==> src/hdl/ple_pkg.sv <==
package ple_pkg;

  localparam int unsigned CAPACITY    = 64;
  localparam int unsigned VALUE_WIDTH = 32;
  localparam int unsigned ADDR_W      = $clog2(CAPACITY);
  localparam int unsigned CNT_W       = $clog2(CAPACITY + 1);
  localparam int unsigned POS_W       = 8;
  localparam int unsigned OUT_W       = 32;

  typedef logic [VALUE_WIDTH-1:0] value_t;
  typedef logic [ADDR_W-1:0]      addr_t;
  typedef logic [CNT_W-1:0]       count_t;

  typedef enum logic [2:0] {
    CMD_CLEAR  = 3'd0,
    CMD_INSERT = 3'd1,
    CMD_DELETE = 3'd2,
    CMD_GET    = 3'd3,
    CMD_LOCATE = 3'd4,
    CMD_PRED   = 3'd5,
    CMD_SUCC   = 3'd6,
    CMD_LENGTH = 3'd7
  } cmd_e;

  typedef enum logic [1:0] {
    ST_OK        = 2'd0,
    ST_BAD_POS   = 2'd1,
    ST_NOT_FOUND = 2'd2,
    ST_FULL      = 2'd3
  } status_e;

  function automatic value_t to_store(input logic [OUT_W-1:0] raw);
    logic [63:0] ext;
    ext = {{(64 - OUT_W){raw[OUT_W-1]}}, raw};
    return ext[VALUE_WIDTH-1:0];
  endfunction

  function automatic logic [OUT_W-1:0] from_store(input value_t v);
    logic [63:0] ext;
    ext = {{(64 - VALUE_WIDTH){v[VALUE_WIDTH-1]}}, v};
    return ext[OUT_W-1:0];
  endfunction

endpackage

==> src/hdl/ple_ram.sv <==
module ple_ram #(
  parameter int unsigned Width     = 32,
  parameter int unsigned Depth     = 64,
  parameter int unsigned AddrWidth = $clog2(Depth)
) (
  input  logic                 clk_i,
  input  logic                 we_i,
  input  logic [AddrWidth-1:0] waddr_i,
  input  logic [Width-1:0]     wdata_i,
  input  logic                 re_i,
  input  logic [AddrWidth-1:0] raddr_i,
  output logic [Width-1:0]     rdata_o
);

  logic [Width-1:0] mem_q [Depth];

  always_ff @(posedge clk_i) begin
    if (we_i) begin
      mem_q[waddr_i] <= wdata_i;
    end
    if (re_i) begin
      rdata_o <= mem_q[raddr_i];
    end
  end

endmodule

==> src/hdl/positional_list_engine.sv <==
// Ordered list of up to CAPACITY signed values held in one single-port-write,
// registered-read RAM. A request is taken when start is high and busy is low;
// its result appears on the result ports for exactly one cycle with
// result_valid_o high and cannot be held off, so the receiver must take it then.
// Clear and length query answer in the cycle after the request. Get reads one
// element. Insert and delete move the tail one element per cycle through the
// RAM. Locate, predecessor and successor scan from the head one element per
// cycle, up to the end of the list when the value is absent, and successor then
// reads the element after the hit. The single RAM read port limits all of this
// work to one element per cycle. busy is high while a request is being worked
// on, and a new request may be given in the cycle its result shows.
module positional_list_engine (
  input  logic        clk_i,
  input  logic        rst_ni,
  input  logic        start,
  output logic        busy,
  input  logic [2:0]  command_i,
  input  logic [7:0]  position_i,
  input  logic [31:0] operand_value_i,
  output logic        result_valid_o,
  output logic [1:0]  status_o,
  output logic [31:0] result_value_o,
  output logic [7:0]  result_position_o,
  output logic [7:0]  list_length_o,
  output logic        list_empty_o
);

  typedef enum logic [1:0] {
    S_IDLE,
    S_MOVE,
    S_SCAN
  } state_e;

  state_e                          state_q, state_d;
  ple_pkg::cmd_e                   cmd_q, cmd_d;
  ple_pkg::addr_t                  pos_q, pos_d;
  ple_pkg::value_t                 val_q, val_d;
  ple_pkg::count_t                 cnt_q, cnt_d;
  ple_pkg::addr_t                  ptr_q, ptr_d;
  ple_pkg::count_t                 rem_q, rem_d;
  ple_pkg::addr_t                  di_q, di_d;
  logic                            dv_q, dv_d;
  logic                            first_q, first_d;
  ple_pkg::value_t                 prev_q, prev_d;
  logic                            valid_q, valid_d;
  ple_pkg::status_e                status_q, status_d;
  logic [ple_pkg::OUT_W-1:0]       rval_q, rval_d;
  logic [ple_pkg::POS_W-1:0]       rpos_q, rpos_d;

  logic                            ram_we;
  ple_pkg::addr_t                  ram_waddr;
  ple_pkg::value_t                 ram_wdata;
  logic                            ram_re;
  ple_pkg::value_t                 ram_rdata;

  logic [8:0]                      pos9;
  logic [8:0]                      len9;
  ple_pkg::addr_t                  pos_m1;
  ple_pkg::count_t                 tail_cnt;
  logic                            hit;

  ple_ram #(
    .Width (ple_pkg::VALUE_WIDTH),
    .Depth (ple_pkg::CAPACITY)
  ) u_store (
    .clk_i   (clk_i),
    .we_i    (ram_we),
    .waddr_i (ram_waddr),
    .wdata_i (ram_wdata),
    .re_i    (ram_re),
    .raddr_i (ptr_q),
    .rdata_o (ram_rdata)
  );

  assign pos9     = {1'b0, position_i};
  assign len9     = 9'(cnt_q);
  assign pos_m1   = ple_pkg::addr_t'(position_i - 8'd1);
  assign tail_cnt = ple_pkg::count_t'(len9 - pos9 + 9'd1);
  assign hit      = (ram_rdata == val_q);

  always_comb begin
    state_d   = state_q;
    cmd_d     = cmd_q;
    pos_d     = pos_q;
    val_d     = val_q;
    cnt_d     = cnt_q;
    ptr_d     = ptr_q;
    rem_d     = rem_q;
    di_d      = di_q;
    dv_d      = 1'b0;
    first_d   = first_q;
    prev_d    = prev_q;
    valid_d   = 1'b0;
    status_d  = status_q;
    rval_d    = rval_q;
    rpos_d    = rpos_q;
    ram_we    = 1'b0;
    ram_waddr = di_q;
    ram_wdata = ram_rdata;
    ram_re    = 1'b0;

    // pipelined read, one element per cycle
    if (state_q != S_IDLE && rem_q != '0) begin
      ram_re = 1'b1;
      dv_d   = 1'b1;
      di_d   = ptr_q;
      rem_d  = rem_q - 1'b1;
      if (state_q == S_MOVE && cmd_q == ple_pkg::CMD_INSERT) begin
        ptr_d = ptr_q - 1'b1;
      end else begin
        ptr_d = ptr_q + 1'b1;
      end
    end

    case (state_q)
      S_IDLE: begin
        if (start) begin
          cmd_d    = ple_pkg::cmd_e'(command_i);
          pos_d    = pos_m1;
          val_d    = ple_pkg::to_store(operand_value_i);
          rval_d   = '0;
          rpos_d   = '0;
          status_d = ple_pkg::ST_OK;
          first_d  = 1'b0;
          case (ple_pkg::cmd_e'(command_i))
            ple_pkg::CMD_CLEAR: begin
              cnt_d   = '0;
              valid_d = 1'b1;
            end
            ple_pkg::CMD_INSERT: begin
              if (position_i == '0 || pos9 > len9 + 9'd1) begin
                status_d = ple_pkg::ST_BAD_POS;
                valid_d  = 1'b1;
              end else if (len9 == 9'(ple_pkg::CAPACITY)) begin
                status_d = ple_pkg::ST_FULL;
                valid_d  = 1'b1;
              end else begin
                state_d = S_MOVE;
                ptr_d   = ple_pkg::addr_t'(cnt_q - 1'b1);
                rem_d   = tail_cnt;
              end
            end
            ple_pkg::CMD_DELETE, ple_pkg::CMD_GET: begin
              if (position_i == '0 || pos9 > len9) begin
                status_d = ple_pkg::ST_BAD_POS;
                valid_d  = 1'b1;
              end else begin
                state_d = S_MOVE;
                ptr_d   = pos_m1;
                first_d = 1'b1;
                if (ple_pkg::cmd_e'(command_i) == ple_pkg::CMD_DELETE) begin
                  rem_d = tail_cnt;
                end else begin
                  rem_d = ple_pkg::count_t'(1);
                end
              end
            end
            ple_pkg::CMD_LOCATE, ple_pkg::CMD_PRED, ple_pkg::CMD_SUCC: begin
              if (cnt_q == '0) begin
                status_d = ple_pkg::ST_NOT_FOUND;
                valid_d  = 1'b1;
              end else begin
                state_d = S_SCAN;
                ptr_d   = '0;
                rem_d   = cnt_q;
              end
            end
            default: begin
              valid_d = 1'b1;
            end
          endcase
        end
      end

      S_MOVE: begin
        if (dv_q) begin
          if (first_q) begin
            rval_d  = ple_pkg::from_store(ram_rdata);
            first_d = 1'b0;
          end else begin
            ram_we    = 1'b1;
            ram_wdata = ram_rdata;
            if (cmd_q == ple_pkg::CMD_INSERT) begin
              ram_waddr = di_q + 1'b1;
            end else begin
              ram_waddr = di_q - 1'b1;
            end
          end
        end else if (rem_q == '0) begin
          valid_d = 1'b1;
          state_d = S_IDLE;
          case (cmd_q)
            ple_pkg::CMD_INSERT: begin
              ram_we    = 1'b1;
              ram_waddr = pos_q;
              ram_wdata = val_q;
              cnt_d     = cnt_q + 1'b1;
            end
            ple_pkg::CMD_DELETE: begin
              cnt_d = cnt_q - 1'b1;
            end
            default: begin
            end
          endcase
        end
      end

      S_SCAN: begin
        if (dv_q) begin
          prev_d = ram_rdata;
          if (hit) begin
            case (cmd_q)
              ple_pkg::CMD_LOCATE: begin
                rpos_d  = ple_pkg::POS_W'(di_q) + 1'b1;
                valid_d = 1'b1;
                state_d = S_IDLE;
              end
              ple_pkg::CMD_PRED: begin
                if (di_q == '0) begin
                  status_d = ple_pkg::ST_NOT_FOUND;
                end else begin
                  rval_d = ple_pkg::from_store(prev_q);
                end
                valid_d = 1'b1;
                state_d = S_IDLE;
              end
              default: begin
                if (ple_pkg::count_t'(di_q) + 1'b1 >= cnt_q) begin
                  status_d = ple_pkg::ST_NOT_FOUND;
                  valid_d  = 1'b1;
                  state_d  = S_IDLE;
                end else begin
                  // fetch the neighbour as a single read
                  state_d = S_MOVE;
                  ptr_d   = di_q + 1'b1;
                  rem_d   = ple_pkg::count_t'(1);
                  first_d = 1'b1;
                  dv_d    = 1'b0;
                end
              end
            endcase
          end else if (rem_q == '0) begin
            status_d = ple_pkg::ST_NOT_FOUND;
            valid_d  = 1'b1;
            state_d  = S_IDLE;
          end
        end
      end

      default: begin
        state_d = S_IDLE;
      end
    endcase
  end

  always_ff @(posedge clk_i or negedge rst_ni) begin
    if (!rst_ni) begin
      state_q  <= S_IDLE;
      cnt_q    <= '0;
      rem_q    <= '0;
      dv_q     <= 1'b0;
      first_q  <= 1'b0;
      valid_q  <= 1'b0;
      cmd_q    <= ple_pkg::CMD_CLEAR;
      status_q <= ple_pkg::ST_OK;
    end else begin
      state_q  <= state_d;
      cnt_q    <= cnt_d;
      rem_q    <= rem_d;
      dv_q     <= dv_d;
      first_q  <= first_d;
      valid_q  <= valid_d;
      cmd_q    <= cmd_d;
      status_q <= status_d;
    end
  end

  always_ff @(posedge clk_i) begin
    pos_q  <= pos_d;
    val_q  <= val_d;
    ptr_q  <= ptr_d;
    di_q   <= di_d;
    prev_q <= prev_d;
    rval_q <= rval_d;
    rpos_q <= rpos_d;
  end

  assign busy              = (state_q != S_IDLE);
  assign result_valid_o    = valid_q;
  assign status_o          = status_q;
  assign result_value_o    = rval_q;
  assign result_position_o = rpos_q;
  assign list_length_o     = 8'(cnt_q);
  assign list_empty_o      = (cnt_q == '0);

endmodule

==> config.mk <==
export PLATFORM = sky130hd
export DESIGN_NAME = positional_list_engine
export DESIGN_NICKNAME = d
export VERILOG_FILES = /design/src/hdl/ple_pkg.sv /design/src/hdl/ple_ram.sv /design/src/hdl/positional_list_engine.sv
export SDC_FILE = /design/constraint.sdc
export NUM_CORES = 2
export LEC_CHECK = 0
export BUFFER_PORTS_ARGS = -buffer_cell sky130_fd_sc_hd__buf_2
export CAP_MARGIN = 20
export CORE_UTILIZATION = 40
export DETAILED_ROUTE_END_ITERATION = 8
export GPL_ROUTABILITY_DRIVEN = 0
export REMOVE_ABC_BUFFERS = 1
export SETUP_SLACK_MARGIN = 0.4
export SYNTH_ARGS = -nofsm -noshare
export SYNTH_HDL_FRONTEND = slang
export SYNTH_SLANG_ARGS = --single-unit
export TNS_END_PERCENT = 50
==> constraint.sdc <==
create_clock -name clk_i -period 11.8 [get_ports clk_i]
set_input_delay 0.59 -clock clk_i [delete_from_list [all_inputs] [get_ports clk_i]]
set_output_delay 0.59 -clock clk_i [all_outputs]
set_load 0.05 [all_outputs]
==> key figures <==
Outcome
  – Status: completed

Clocking
  – Setup Buffers After CTS: 0
  – Clock Latency Late Sink: 0.88 ns
  – Clk slew on worst S/H paths: 0.07 ns
  – CTS Root Cell: clkbuf_16
  – CTS Buf Count: 219
  – CTS Buffer Depth: 3
  – Post_cts resized: 0
  – Clock sinks: 2225
  – Htree depth: 4
  – CTS tree: yes
  – Post-CTS Hold Buffers: 31

Detailed routing
  – Aggregate routed wire length: 223000 um
  – DRC: 0
  – Drt pass-1 iters: 5
  – Avg WL per Cell: 31.65 um
  – ANT nets after route: 0
  – Total number of vias: 41362
  – Starting DRT DRC Count: 5270
  – Vias per std cell: 5.870

Global routing
  – GRT Total Usage: 0.2041
  – Initial antenna violation count: 8
  – Vias in the first global route: 41287
  – First-pass GRT wire length: 315000 um
  – Met1 GRT Util: 0.2932
  – M2 GR Usage: 0.3165
  – Busiest grt layer: met2
  – Pin count of the biggest net entering global routing: 134
  – Met3 GRT Util: 0.04326
  – Total gr overflow: 0

Logic synthesis
  – Ys Warns: 0
  – Synth top area share: 0.7571
  – Post-synth EDFFs: 2195
  – Sequential fraction of the synthesis area: 0.7654
  – Syn avg cell area: 23.22 um2
  – Most frequent cell after synthesis: edfxtp_1
  – Area leader, netlist: edfxtp_1
  – Commonest cells post-synth: 2195 x edfxtp_1, 672 x mux4_2, 122 x clkbuf_1
  – Distinct cells, synth: 72
  – Top post-synthesis cells by area: edfxtp_1 76%, mux4_2 17%, dfrtp_1 0.69%
  – FFs w/ async S/R, synth: 0.01079
  – Post-Syn Area: 87060 um2
  – Top_reg_cell synth: edfxtp_1
  – #FFs+latches synth: 2225
  – Mapped Cells: 3750

STA
  – Fin. Hold Viols: 0
  – RSZ-0062 raised after global routing: no
  – Hold Worst Slack: 0.08826 ns
  – Least-Margin Pin Slew: 1.144 ns
  – Final min period: 4.777 ns
  – Period utilization: 0.4048
  – Max-slew violation count: 0
  – Worst-case clock skew: 0.05450 ns
  – Relative slew slack: 0.2372
  – Final Worst Setup Slack: 7.023 ns
  – Fmax: 0.2093 GHz
  – # setup viols final: 0

Die
  – Die width: 468.5 um
  – I/O Pins: 99
  – Die area: 219500 um2
  – Site Rows: 170
  – Starting Density: 0.4041
  – Die H: 468.5 um
  – Core area: 215500 um2

Placed design
  – Dpl ws: 7.040 ns
  – Hpwl dp: 123800 um
  – Number of I/O port buffers: 96

Worst setup path
  – Setup crit start kind: flip-flop
  – Critical path peak fanout: 32
  – CP endpoint kind: flip-flop
  – Worst path arrival time: 5.26 ns
  – Worst-path cell chain: nor4_1, nand3_1, a21oi_1, a21oi_1, nor3_1, nand3_1, nor2_4
  – CP peak stage delay: 1.16 ns
  – Critical path type: flip-flop to flip-flop
  – Crit-path slowest cell: nor2_4
  – Crit path required time: 12.28 ns

Hold path
  – HP Class: input port to flip-flop

Finish
  – Area grow syn2layout: 14.00%
  – Fraction of layout cells with a size suffix above 1: 0.3102
  – Post-layout net count: 4125

Power
  – Logic pwr share: 0.004
  – Sw Ratio: 0.1961
  – Leak: 23.05 nW
  – Clk pwr share: 0.434
  – Net Sw Power: 0.002985 W
  – Power per cell area: 153.3 nW/um2
  – Sequential fraction of design power: 0.562
  – Max IR drop VDD: 0.1665 mV
  – Internal: 0.01223 W

Flow run
  – Max-Cap Viols: 0
==> per-stage QoR <==
| step | total power, W | setup TNS, ns | util | cell area [um2] | instances |
|---|---|---|---|---|---|
| 3_3_place_gp | 0.008767 | 0 | 0.4252 | 91610 | 6592 |
| 5_1_grt | 0.01562 | 0 | 0.4606 | 99250 | 7045 |
| 3_5_place_dp | 0.008768 | 0 | 0.4256 | 91700 | 6596 |
| 2_1_floorplan | 0.008744 | -425.32 | - | 86270 | 3561 |
| 6_report | 0.01522 | 0 | 0.4606 | 99250 | 7046 |
| 4_1_cts | 0.01534 | 0 | 0.4583 | 98750 | 7023 |
==> cells by family after synthesis <==
logic type	synth area share
simple gates	0.01585
compound gates	0.01452
mux	0.1796
other cells	0.00004307
buf+inv	0.01095
xor+xnor	0.006841
flops	0.7654
fa+ha+maj	0.006841
==> worst max-delay path: cells and delay by family (launching register included) <==
family	cells	cell delay, ns
AND/OR/NAND/NOR	5	3.46
AO/OA/AOI/OAI	2	0.46
flip-flops	1	0.44
==> sequential cells by signal (all words and copies together) (netlist names) <==
register / flops
u_store.rdata_o: 32
result_value_o: 32
u_store.mem_q: 2048
di_q: 6
val_q: 32
status_o: 2
result_valid_o: 1
dv_q: 1
ptr_q: 6
first_q: 1
rem_q: 7
cmd_q: 3
cnt_q: 7
result_position_o: 7
pos_q: 6
state_q: 2
prev_q: 32
==> final timing paths <==
check | from | end | slack (ns) | cells after the start
max | rem_q[2] | u_store.mem_q[22][26] | 7.02 | 7
min | command_i[0] | cmd_q[0] | 0.09 | 3
max reg2reg | rem_q[2] | u_store.mem_q[22][26] | 7.02 | 7
min reg2reg | status_o[1] | status_o[1] | 0.49 | 1
max in group asynchronous | rst_ni | state_q[1] | 11.11 | 2
min in group asynchronous | rst_ni | cnt_q[6] | 0.26 | 2
==> power groups by stage <==
stage	clock (W)	sequential, W	combinational (W)
2_1_floorplan	0	0.00872	0.0000265
3_3_place_gp	0	0.00872	0.0000515
3_5_place_dp	0	0.00872	0.0000523
4_1_cts	0.00673	0.00855	0.0000607
5_1_grt	0.00701	0.00854	0.0000663
6_report	0.00661	0.00855	0.0000608
==> final cells by class <==
| type | instances | area (um2) |
|---|---|---|
| multi-input cells | 1295 | 19980 |
| inverters | 41 | 153.9 |
| diodes | 1 | 2.502 |
| flip-flops and latches | 2225 | 66650 |
| fillers | 17607 | 116200 |
| repair buffers | 250 | 2162 |
| clock buffers | 271 | 5697 |
| clock inverters | 125 | 1051 |
| well taps | 2838 | 3551 |
==> placed cells by master (no fill, tap or decap), types with 10 or more instances in the layout <==
master,synthesis,final
a31oi_1,10,10
dfrtp_1,24,24
o21ai_0,28,28
clkbuf_1,122,51
nand4_1,12,12
ha_1,46,46
inv_1,39,36
clkinv_1,1,60
xor2_1,43,43
bufinv_16,0,11
a22o_1,32,32
nor2_4,0,64
dlygate4sd3_1,0,31
a21oi_1,33,33
nor2b_1,12,12
buf_16,0,10
nor2_1,94,30
clkbuf_16,0,220
buf_2,42,97
nand2_1,45,45
buf_4,5,92
clkinv_2,0,35
edfxtp_1,2195,2195
xnor2_1,25,25
mux4_2,672,672
buf_12,0,20
nand3_1,36,36
nor3_1,23,23
mux2_2,39,39
==> metal layers <==
metal | routed length [um] | vias up
met5 | 0 | -
met1 | 94060 | 22660
met4 | 5394 | 0
met2 | 105000 | 1762
met3 | 18560 | 285
li1 | - | 16655
No activity file was read; power rests on OpenSTA's default activity.
